$ cat src/sv/icdf_pkg.sv
// icdf_pkg: shared types and constants of the inverse cdf table sampler
// no dependencies; imported by the cell and the top level
package icdf_pkg;

  // item codes of the mode field
  localparam logic [1:0] MODE_WRITE       = 2'd0;
  localparam logic [1:0] MODE_DISCRETE    = 2'd1;
  localparam logic [1:0] MODE_CONTINUOUS  = 2'd2;
  localparam logic [1:0] MODE_INTERPOLATE = 2'd3;

  // fraction bits of the Q16.16 value format
  localparam int VALUE_FRAC = 16;

  // bin index width carried in the token, enough for the largest table
  localparam int BIN_W = 10;

  // query token that walks down the row of cells
  typedef struct packed {
    logic              active;
    logic              found;
    logic              need_next;
    logic              beyond;
    logic [BIN_W-1:0]  bin;
    logic [31:0]       word;
    logic [31:0]       prev;
    logic [31:0]       base;
    logic [31:0]       top;
    logic [31:0]       v0;
    logic [31:0]       v1;
  } icdf_token_t;

endpackage

$ cat src/sv/icdf_cell.sv
// icdf_cell: one table bin (value and cumulative count) plus one token stage
// depends on icdf_pkg
module icdf_cell #(
  parameter int IDX = 0,
  parameter int CW  = 7
) (
  input  logic                  clk,
  input  logic                  rst,
  input  logic [CW-1:0]         n,
  input  logic                  wr_en,
  input  logic [CW-1:0]         wr_idx,
  input  logic [31:0]           wr_value,
  input  logic [31:0]           wr_cum,
  input  icdf_pkg::icdf_token_t tok_in,
  output icdf_pkg::icdf_token_t tok_out
);
  import icdf_pkg::*;

  localparam logic [CW-1:0] ID = CW'(IDX);

  logic [31:0]  value;
  logic [31:0]  cum;
  icdf_token_t  tok_next;

  // entry storage
  always_ff @(posedge clk) begin
    if (wr_en && wr_idx == ID) begin
      value <= wr_value;
      cum   <= wr_cum;
    end
  end

  // bin test, or pick up the upper value for the bin just found
  always_comb begin
    tok_next      = tok_in;
    tok_next.prev = cum;
    if (tok_in.active && !tok_in.found && ID < n) begin
      if (cum > tok_in.word || ID + 1'b1 == n) begin
        tok_next.found     = 1'b1;
        tok_next.need_next = 1'b1;
        tok_next.beyond    = tok_in.word > cum;
        tok_next.bin       = BIN_W'(IDX);
        tok_next.v0        = value;
        tok_next.base      = tok_in.prev;
        tok_next.top       = cum;
      end
    end else if (tok_in.active && tok_in.need_next) begin
      tok_next.v1        = value;
      tok_next.need_next = 1'b0;
    end
  end

  always_ff @(posedge clk) begin
    if (rst) begin
      tok_out.active <= 1'b0;
    end else begin
      tok_out <= tok_next;
    end
  end

endmodule

$ cat config.mk
export PLATFORM = sky130hd
export DESIGN_NAME = icdf_cell
export DESIGN_NICKNAME = d
export VERILOG_FILES = /design/src/sv/icdf_pkg.sv /design/src/sv/icdf_cell.sv
export SDC_FILE = /design/constraint.sdc
export NUM_CORES = 1
export LEC_CHECK = 0
export BUFFER_PORTS_ARGS = -buffer_cell sky130_fd_sc_hd__buf_2
export CORE_AREA = 2 2 193 195
export CTS_BUF_LIST = sky130_fd_sc_hd__clkbuf_2 sky130_fd_sc_hd__clkbuf_4 sky130_fd_sc_hd__clkbuf_8
export CTS_CLUSTER_DIAMETER = 200
export DETAILED_ROUTE_END_ITERATION = 10
export DIE_AREA = 0 0 195 197
export GPL_TIMING_DRIVEN = 0
export MAX_ROUTING_LAYER = met4
export PLACE_DENSITY_LB_ADDON = 0.15
export SETUP_SLACK_MARGIN = 0.3
export SYNTH_ARGS = -nofsm -noshare
export SYNTH_HDL_FRONTEND = slang
export SYNTH_SLANG_ARGS = --single-unit
$ cat constraint.sdc
create_clock -name clk -period 12.5 [get_ports clk]
set_clock_uncertainty 0.05 [all_clocks]
set_input_delay 1.25 -clock clk [delete_from_list [all_inputs] [get_ports clk]]
set_output_delay 1.25 -clock clk [all_outputs]
set_load 0.02 [all_outputs]
==> qor.txt <==
run status: finished, final reports clean
number of nets in the layout: 1424
Slew Viols, Final: 0
Inst Count DP: 1524
FF-to-FF Start: cum[30]
WP data arrival: 3.70 ns
final wirelength: 30600 um
global route overflow: 0
clk sinks: 270
Initial Utilization: 29.5%
Worst VDD drop: 0.0902 mV
core footprint: 0.0363 mm2
height of the die: 197 um
number of flops mapped to enable cells by yosys: 269
Fillers: 3532
cell area after placement: 0.0138 mm2
Die Span X: 195 um
antenna-violating nets left: 0
cell area after layout: 0.0148 mm2
Power Total: 2.12 mW
CTS H-Tree Depth: 2
CTS tree: built
Die ar.: 0.0384 mm2
Startpoint Class: input pin
WHS Endpoint: tok_out[158]
share of cells above drive strength 1: 60.5%
Hold WC Path Type: register to register
Yosys warnings: 0
Mapped Area: 0.0107 mm2
Synth area leader: edfxtp_1
flop2flop setup slack: 9.42 ns
synthesized flop and latch total: 270
GR Util All Layers: 16.0%
Final TNS setup: 0 ns
root buf cell: clkbuf_8
vias in the first global route: 7390
HP Start: cum[30]
IO Pins: 493
DP Wirelength: 22800 um
final worst-path cycle share: 27.6%
final setup fails: 0
Slew Limit Headroom: 45.1%
Syn Nets: 881
Top FF cell, synth: edfxtp_1
TritonCTS Buffers: 47
Tightest Pin Transition: 0.820 ns
pre-CTS setup slack: 8.40 ns
Initial DRC Count: 246
cells on worst reg2reg path: 10
worst setup path startpoint: tok_in[183]
library cells used by synthesis: 34
IO Port Bufs: 492
Max Fclk: 290 MHz
P&R area growth vs syn: 38.3%
vias per inst: 4.30
CP endpoint kind: register
Hold Crit Depth: 0
CTS Hold Bufs: 0
Routability Congestion: 0.753
final hold vios: 0
syn avg cell area: 19.0 um2
Post-Syn Instances: 562
wire per inst: 18.9 um
Setup CP Type: input pin to register
Critical Path RT: 12.75 ns
leading cell types by count after synthesis: edfxtp_1, mux2_2, inv_1
ys async rst share: 0%
post-CTS resize count: 0
CTS clk-pin slew, worst paths: 0.07 ns
# DRC: 0
leakage: 6.22 nW
Longest Clk Path Bufs: 3
largest net degree at the start of global routing: 117
crit path max fanout: 10
Post-Layout Cell Count: 1615
top-count cell post-synth: edfxtp_1
post-route minimum period: 3.45 ns
setup ws final: 9.05 ns
power density over cell area: 143 mW/mm2
total of max-cap violations: 0
Row Count: 70
first-pass GRT wire length: 44200 um
DR pass1 iterations: 4
top-area cell type share of the netlist area: 75.6%
sequential share of the synthesized area: 75.7%
RSZ-0062 raised after global routing: false
Post-CTS Setup Inserts: 0
Clock Latency Late Sink: 0.59 ns
reg2reg end: tok_out[99]
initial antenna violation count: 6
top cells by area, synth: edfxtp_1, mux2_2, ha_1
DR vias: 6947
## metrics by stage
stage / utilization, % / hold WS [ns]
final: 40.8 / 0.423
after global routing: 40.8 / 0.432
after CTS: 40.7 / 0.419
after detailed placement: 38.1 / 0.411
after global placement: 37.9 / 0.407
after floorplan: - / 0.394
## per-layer routing
layer,vias up,part of all wire (%),global-route usage [%],wire (um)
met5,-,0,-,0
met4,0,2.6,6.36,803
met3,59,7.3,4.84,2230
met2,291,52,27.9,15900
met1,3313,38,17.2,11600
li1,3284,-,-,-
## worst max path at each step
stage | cells after the start | end | slack (ns)
finish | 10 | tok_out[99] | 9.05
CTS | 10 | tok_out[99] | 9.05
global route | 10 | tok_out[99] | 8.90
floorplan | 1 | tok_out[0] | 6.69
global placement | 2 | tok_out[41] | 4.41
detailed placement | 10 | tok_out[99] | 8.40
## worst max-delay path: stages
cell and delay, ns:
buf_2 0.12, ha_1 0.32, a21oi_1 0.14, o21ai_0 0.11, a221oi_1 0.53, a21oi_1 0.16
a211oi_2 0.16, buf_4 0.29, buf_6 0.21, mux2_2 0.40
## power breakdown
group	total, mW	switching [mW]	leakage [nW]	internal, mW
clock network	0.845	0.362	0.500	0.483
registers	1.06	0.00969	2.59	1.05
logic	0.219	0.125	3.12	0.0937
total	2.12	0.497	6.22	1.62
## sequential cells by signal, summed over array words and instances (netlist names)
register and flops:
tok_out 206, value 32, cum 32
## cells by family after synthesis
group	share of synthesized area [%]
flops	75.7
mux	13.5
buf+inv	2.53
simple gates	2.54
compound gates	1.95
fa+ha+maj	3.75
## placed cells by master (no fill, tap or decap), types with 2 or more instances in the layout
cell,instances
a21o_1,3
a21oi_1,16
buf_16,2
buf_2,492
buf_6,11
bufinv_16,4
clkbuf_1,3
clkbuf_4,17
clkbuf_8,47
clkinv_1,15
diode_2,6
edfxtp_1,269
ha_1,32
inv_1,33
mux2_1,18
mux2_2,110
nand2_1,9
nand3_1,4
nand4_1,7
nor2_1,7
nor2b_1,13
nor3_1,2
o21ai_0,6
## final cells by class
cell class	instances	area, um2	share of cell area [%]
Sequential cell	270	8100	54.8
Timing Repair Buffer	494	2520	17.0
Multi-Input combinational cell	243	2330	15.7
Clock buffer	64	774	5.24
Tap cell	468	586	3.96
Clock inverter	21	189	1.28
Buffer	15	143	0.965
Inverter	34	135	0.914
Antenna cell	6	15.0	0.102
No activity file was read; power rests on OpenSTA's default activity.
