==> src/sv/icdf_div.sv <==
// icdf_div: restoring divider for the interpolation weight, one bit a cycle
// no package needed; used by inverse_cdf_table_sampler
module icdf_div #(
  parameter int QW = 16
) (
  input  logic          clk,
  input  logic          rst,
  input  logic          start,
  input  logic [31:0]   num,
  input  logic [31:0]   den,
  output logic          done,
  output logic [QW-1:0] quot
);
  localparam int CNTW = $clog2(QW + 1);

  logic [32:0]   rem;
  logic [31:0]   dvs;
  logic [CNTW-1:0] cnt;
  logic          busy;
  logic [32:0]   rem2;
  logic          fits;

  // one quotient bit per step, num < den holds at start
  assign rem2 = {rem[31:0], 1'b0};
  assign fits = rem2 >= {1'b0, dvs};

  always_ff @(posedge clk) begin
    if (rst) begin
      busy <= 1'b0;
      done <= 1'b0;
      cnt  <= '0;
    end else begin
      done <= 1'b0;
      if (start) begin
        busy <= 1'b1;
        cnt  <= CNTW'(QW);
        rem  <= {1'b0, num};
        dvs  <= den;
      end else if (busy) begin
        rem  <= fits ? rem2 - {1'b0, dvs} : rem2;
        quot <= {quot[QW-2:0], fits};
        cnt  <= cnt - 1'b1;
        if (cnt == CNTW'(1)) begin
          busy <= 1'b0;
          done <= 1'b1;
        end
      end
    end
  end

endmodule

==> config.mk <==
export PLATFORM = sky130hd
export DESIGN_NAME = icdf_div
export DESIGN_NICKNAME = d
export VERILOG_FILES = /design/src/sv/icdf_div.sv
export SDC_FILE = /design/constraint.sdc
export NUM_CORES = 1
export LEC_CHECK = 0
export BUFFER_PORTS_ARGS = -buffer_cell sky130_fd_sc_hd__clkbuf_2
export CAP_MARGIN = 20
export CORE_MARGIN = 5
export CORE_UTILIZATION = 52
export DETAILED_ROUTE_END_ITERATION = 12
export GPL_ROUTABILITY_DRIVEN = 0
export PLACE_DENSITY_LB_ADDON = 0.15
export SLEW_MARGIN = 20
export SYNTH_ARGS = -nofsm -noshare
export SYNTH_HDL_FRONTEND = slang
export SYNTH_SLANG_ARGS = --single-unit
export TNS_END_PERCENT = 5
==> constraint.sdc <==
create_clock -name clk -period 3 [get_ports clk]
set_clock_uncertainty 0.1 [all_clocks]
set_input_delay 0.6 -clock clk [delete_from_list [all_inputs] [get_ports clk]]
set_output_delay 0.6 -clock clk [all_outputs]
set_load 0.02 [all_outputs]
==> impl_metrics.csv <==
group,metric,value,unit
status,status,"finished clean",
worst_setup_path,r2r_cells,9,
place,post-dp-hpwl,9.01,mm
synth,synthCells,507,
worst_setup_path,cp-endpoint,"rem[30]$_DFFE_PP_",
cells_and_area,area_growth,18.2,%
power_and_ir_drop,netSwitchingFraction,32.9,%
worst_setup_path,r2r_end,"rem[30]$_DFFE_PP_",
timing,grt_setup_unrepaired,"true",
timing,timing.fmax,340,MHz
clock_network,cts_tree,"done",
detailed_routing,wl_met1,5.34,mm
detailed_routing,route.vias.total,4146,
grt,antenna_found_initial,0,
synth,ys_warn_count,0,
synth,synth_cell_types,63,
clock_network,numCtsBuffers,9,
power_and_ir_drop,power_leakage,2.70,nW
power_and_ir_drop,p_int,2.30,mW
worst_setup_path,cpLargestDelayFamily,"compound AO/OA/AOI/OAI gates",
floorplan,die_x,111,µm
floorplan,core.rowCount,37,
synth,synth_area_leaders,"edfxtp_1 45%, ha_1 8.0%, mux2i_1 4.5%",
cells_and_area,drive_gt1_share,25.2,%
hold_path,hold_class,"input pin to flop",
place,numPortBuffers,83,
worst_setup_path,crit_path_end_kind,"flop",
worst_setup_path,rrSetupSlack,0.06,ns
synth,synth-seq-area-share,47.7,%
detailed_routing,drtAntennaViolNets,0,
timing,setup_violations,0,
clock_network,cts_buffer_depth,2,
clock_network,clk_pin_slew_worst_paths,0.09,ns
worst_setup_path,critPathArrivalTime,2.98,ns
grt,grt_max_degree,40,
detailed_routing,met3_length,666,µm
timing,period_needed,2.94,ns
timing,slew_headroom,68.9,%
floorplan,core_area,10200,µm²
synth,syn_area,5330,µm²
worst_setup_path,worst-path-buf-inv,0,
grt,grt_pass1_wl,19.8,mm
synth,yosys_most_used_dff,"edfxtp_1",
timing,hold_ws,0.280,ns
worst_setup_path,worstSetupStartpoint,"rem[4]$_DFFE_PP_",
power_and_ir_drop,power_per_cell_area,544,nW/µm²
grt,grt.total_usage,19.6,%
worst_setup_path,worstPathRequired,3.04,ns
cells_and_area,num-nets-final,709,
detailed_routing,dr.pass1.iters,4,
detailed_routing,highest_layer,"met4",
synth,syn_avg_cell_area,10.5,µm²
synth,synthArstFlopShare,0,%
grt,grt_pass1_vias,4135,
timing,maxSlewViolCount,0,
synth,synth_top_cell_area_share,45.0,%
timing,fin_setup_tns,0,ns
detailed_routing,wl_met2,5.96,mm
detailed_routing,viasPerCell,5.54,
worst_setup_path,critPathMaxFanout,5,
power_and_ir_drop,clkPwrFrac,20.5,%
power_and_ir_drop,p_sw,1.13,mW
detailed_routing,dr.first_iter.drc_count,193,
power_and_ir_drop,p_seq_share,43.5,%
worst_setup_path,critPathSlowestCell,"edfxtp_1",
timing,post-route-period-util,98.0,%
detailed_routing,wl,12.1,mm
detailed_routing,routedWlPerCell,16.2,µm
floorplan,dieArea,12400,µm²
worst_setup_path,crit_type,"flop to flop",
synth,synth_seq_cells,87,
detailed_routing,drc,0,
worst_setup_path,r2r-start,"rem[4]$_DFFE_PP_",
grt,grt-ovfl-total,0,
synth,synthesis.nets,609,
cells_and_area,final_cell_mix,"83 x clkbuf_2, 80 x edfxtp_1, 44 x nand2_1",
timing,worst_pin_slew,0.466,ns
cells_and_area,final_common_cell,"clkbuf_2",
floorplan,die_y,111,µm
cells_and_area,antenna_cells,0,
worst_setup_path,crit_chain,"ha_4 -> and2_4 -> a221oi_4 -> a31oi_4 -> a211o_4 -> a2111o_1 -> nand4_1 -> and4_1 -> o211ai_2",
clock_network,htreeDepth,3,
floorplan,initial_utilization,52.4,%
worst_setup_path,max_stage_delay,0.44,ns
clock_network,clk_latency,0.39,ns
worst_setup_path,worstSetupPathDepth,9,
synth,synth-edff-count,80,
clock_network,cts_num_sinks,87,
synth,synth_top_area_cell,"edfxtp_1",
clock_network,cts-root-buf,"clkbuf_8",
power_and_ir_drop,ir_drop,0.385,mV
floorplan,ios,84,
power_and_ir_drop,pwr-share-comb,35.9,%
job,drv_cap,0,
worst_setup_path,setup.worst_path.start_class,"flop",
timing,finalHoldViolCount,0,
[layer usage]
metal / vias to the layer above / track usage, %
met5: - / 0
met4: 0 / 5.19
met3: 14 / 6.00
met2: 114 / 32.6
met1: 1962 / 24.9
li1: 2056 / -
[kinds of logic (layout without fill, tap and decap cells)]
| logic type | Yosys count | in the layout | synth area share, % |
|---|---|---|---|
| xor+xnor | 30 | 30 | 4.93 |
| buf+inv | 68 | 173 | 5.47 |
| fa+ha+maj | 35 | 35 | 8.35 |
| simple gates | 118 | 118 | 10.7 |
| compound gates | 144 | 144 | 18.2 |
| flops | 87 | 87 | 47.7 |
| mux | 25 | 25 | 4.72 |
[power groups by stage]
stage	Combinational [mW]	Clock [mW]	Sequential (mW)
2_1_floorplan	0.848	0	1.51
3_3_place_gp	1.14	0	1.51
3_5_place_dp	1.17	0	1.52
4_1_cts	1.17	0.728	1.49
6_report	1.23	0.705	1.49
5_1_grt	1.35	0.783	1.50
[state kept, by name, summed over array words and instances (netlist names)]
register / count
dvs: 32
cnt: 5
busy: 1
quot: 16
rem: 32
done: 1
[worst min path at each step]
stage / startpoint / end / slack [ns] / cells after the start
floorplan: cnt[1]$_SDFFE_PP0P_ / cnt[1]$_SDFFE_PP0P_ / 0.37 / 2
global placement: quot[3]$_DFFE_PP_ / quot[4]$_DFFE_PP_ / 0.33 / 0
detailed placement: quot[13]$_DFFE_PP_ / quot[14]$_DFFE_PP_ / 0.34 / 0
CTS: den[19] / dvs[19]$_DFFE_PP_ / 0.26 / 1
global route: den[18] / dvs[18]$_DFFE_PP_ / 0.25 / 1
finish: den[18] / dvs[18]$_DFFE_PP_ / 0.28 / 1
[metrics by stage]
stage | total power, mW | area (µm²) | utilization (%) | worst slack [ns] | std cells
finish | 3.43 | 6300 | 61.9 | 0.0606 | 748
detailed placement | 2.68 | 6010 | 59.1 | 0.0462 | 727
CTS | 3.39 | 6170 | 60.6 | 0.0444 | 743
global placement | 2.66 | 6010 | 59.1 | 0.0923 | 727
global route | 3.64 | 6300 | 61.9 | -0.0404 | 748
floorplan | 2.36 | 5340 | - | 0.161 | 507
[layout make-up]
| class | instances | area, µm² |
|---|---|---|
| Clock inverter | 5 | 25.0 |
| Multi-Input combinational cell | 352 | 2600 |
| Clock buffer | 11 | 131 |
| Inverter | 44 | 168 |
| Fill cell | 863 | 3880 |
| Timing Repair Buffer | 113 | 666 |
| Tap cell | 136 | 170 |
| Sequential cell | 87 | 2540 |
[timing repair]
action | 4_1_cts | 5_1_grt
resized for setup | 0 | 18
endpoints found under the hold margin | 0 | 0
hold buffers | 0 | 0
setup endpoints to repair | 0 | 27
setup buffers | 0 | 5
[synthesized netlist by cell type, types with 2 or more instances]
library cell   n
nor3_1         6
nand4_1        9
and3_1         4
and4_1         2
a31oi_1        6
o211ai_2       2
nor2_1        20
clkbuf_2       3
a21o_1        17
o21a_1         7
xnor2_1       18
nand2_1       44
nor2b_1        5
nor4b_1        2
inv_1         43
xor2_1        12
edfxtp_1      80
a21oi_1       37
a41oi_1        2
nand3_1       14
o21ai_0       40
o21ai_1        2
o211ai_1       8
ha_1          34
a2111oi_0      2
mux2i_1       24
dfxtp_1        7
and2_1         3
buf_4          3
buf_2          7
a211oi_1       4
clkbuf_1       9
(Power assumes the default switching activity.)
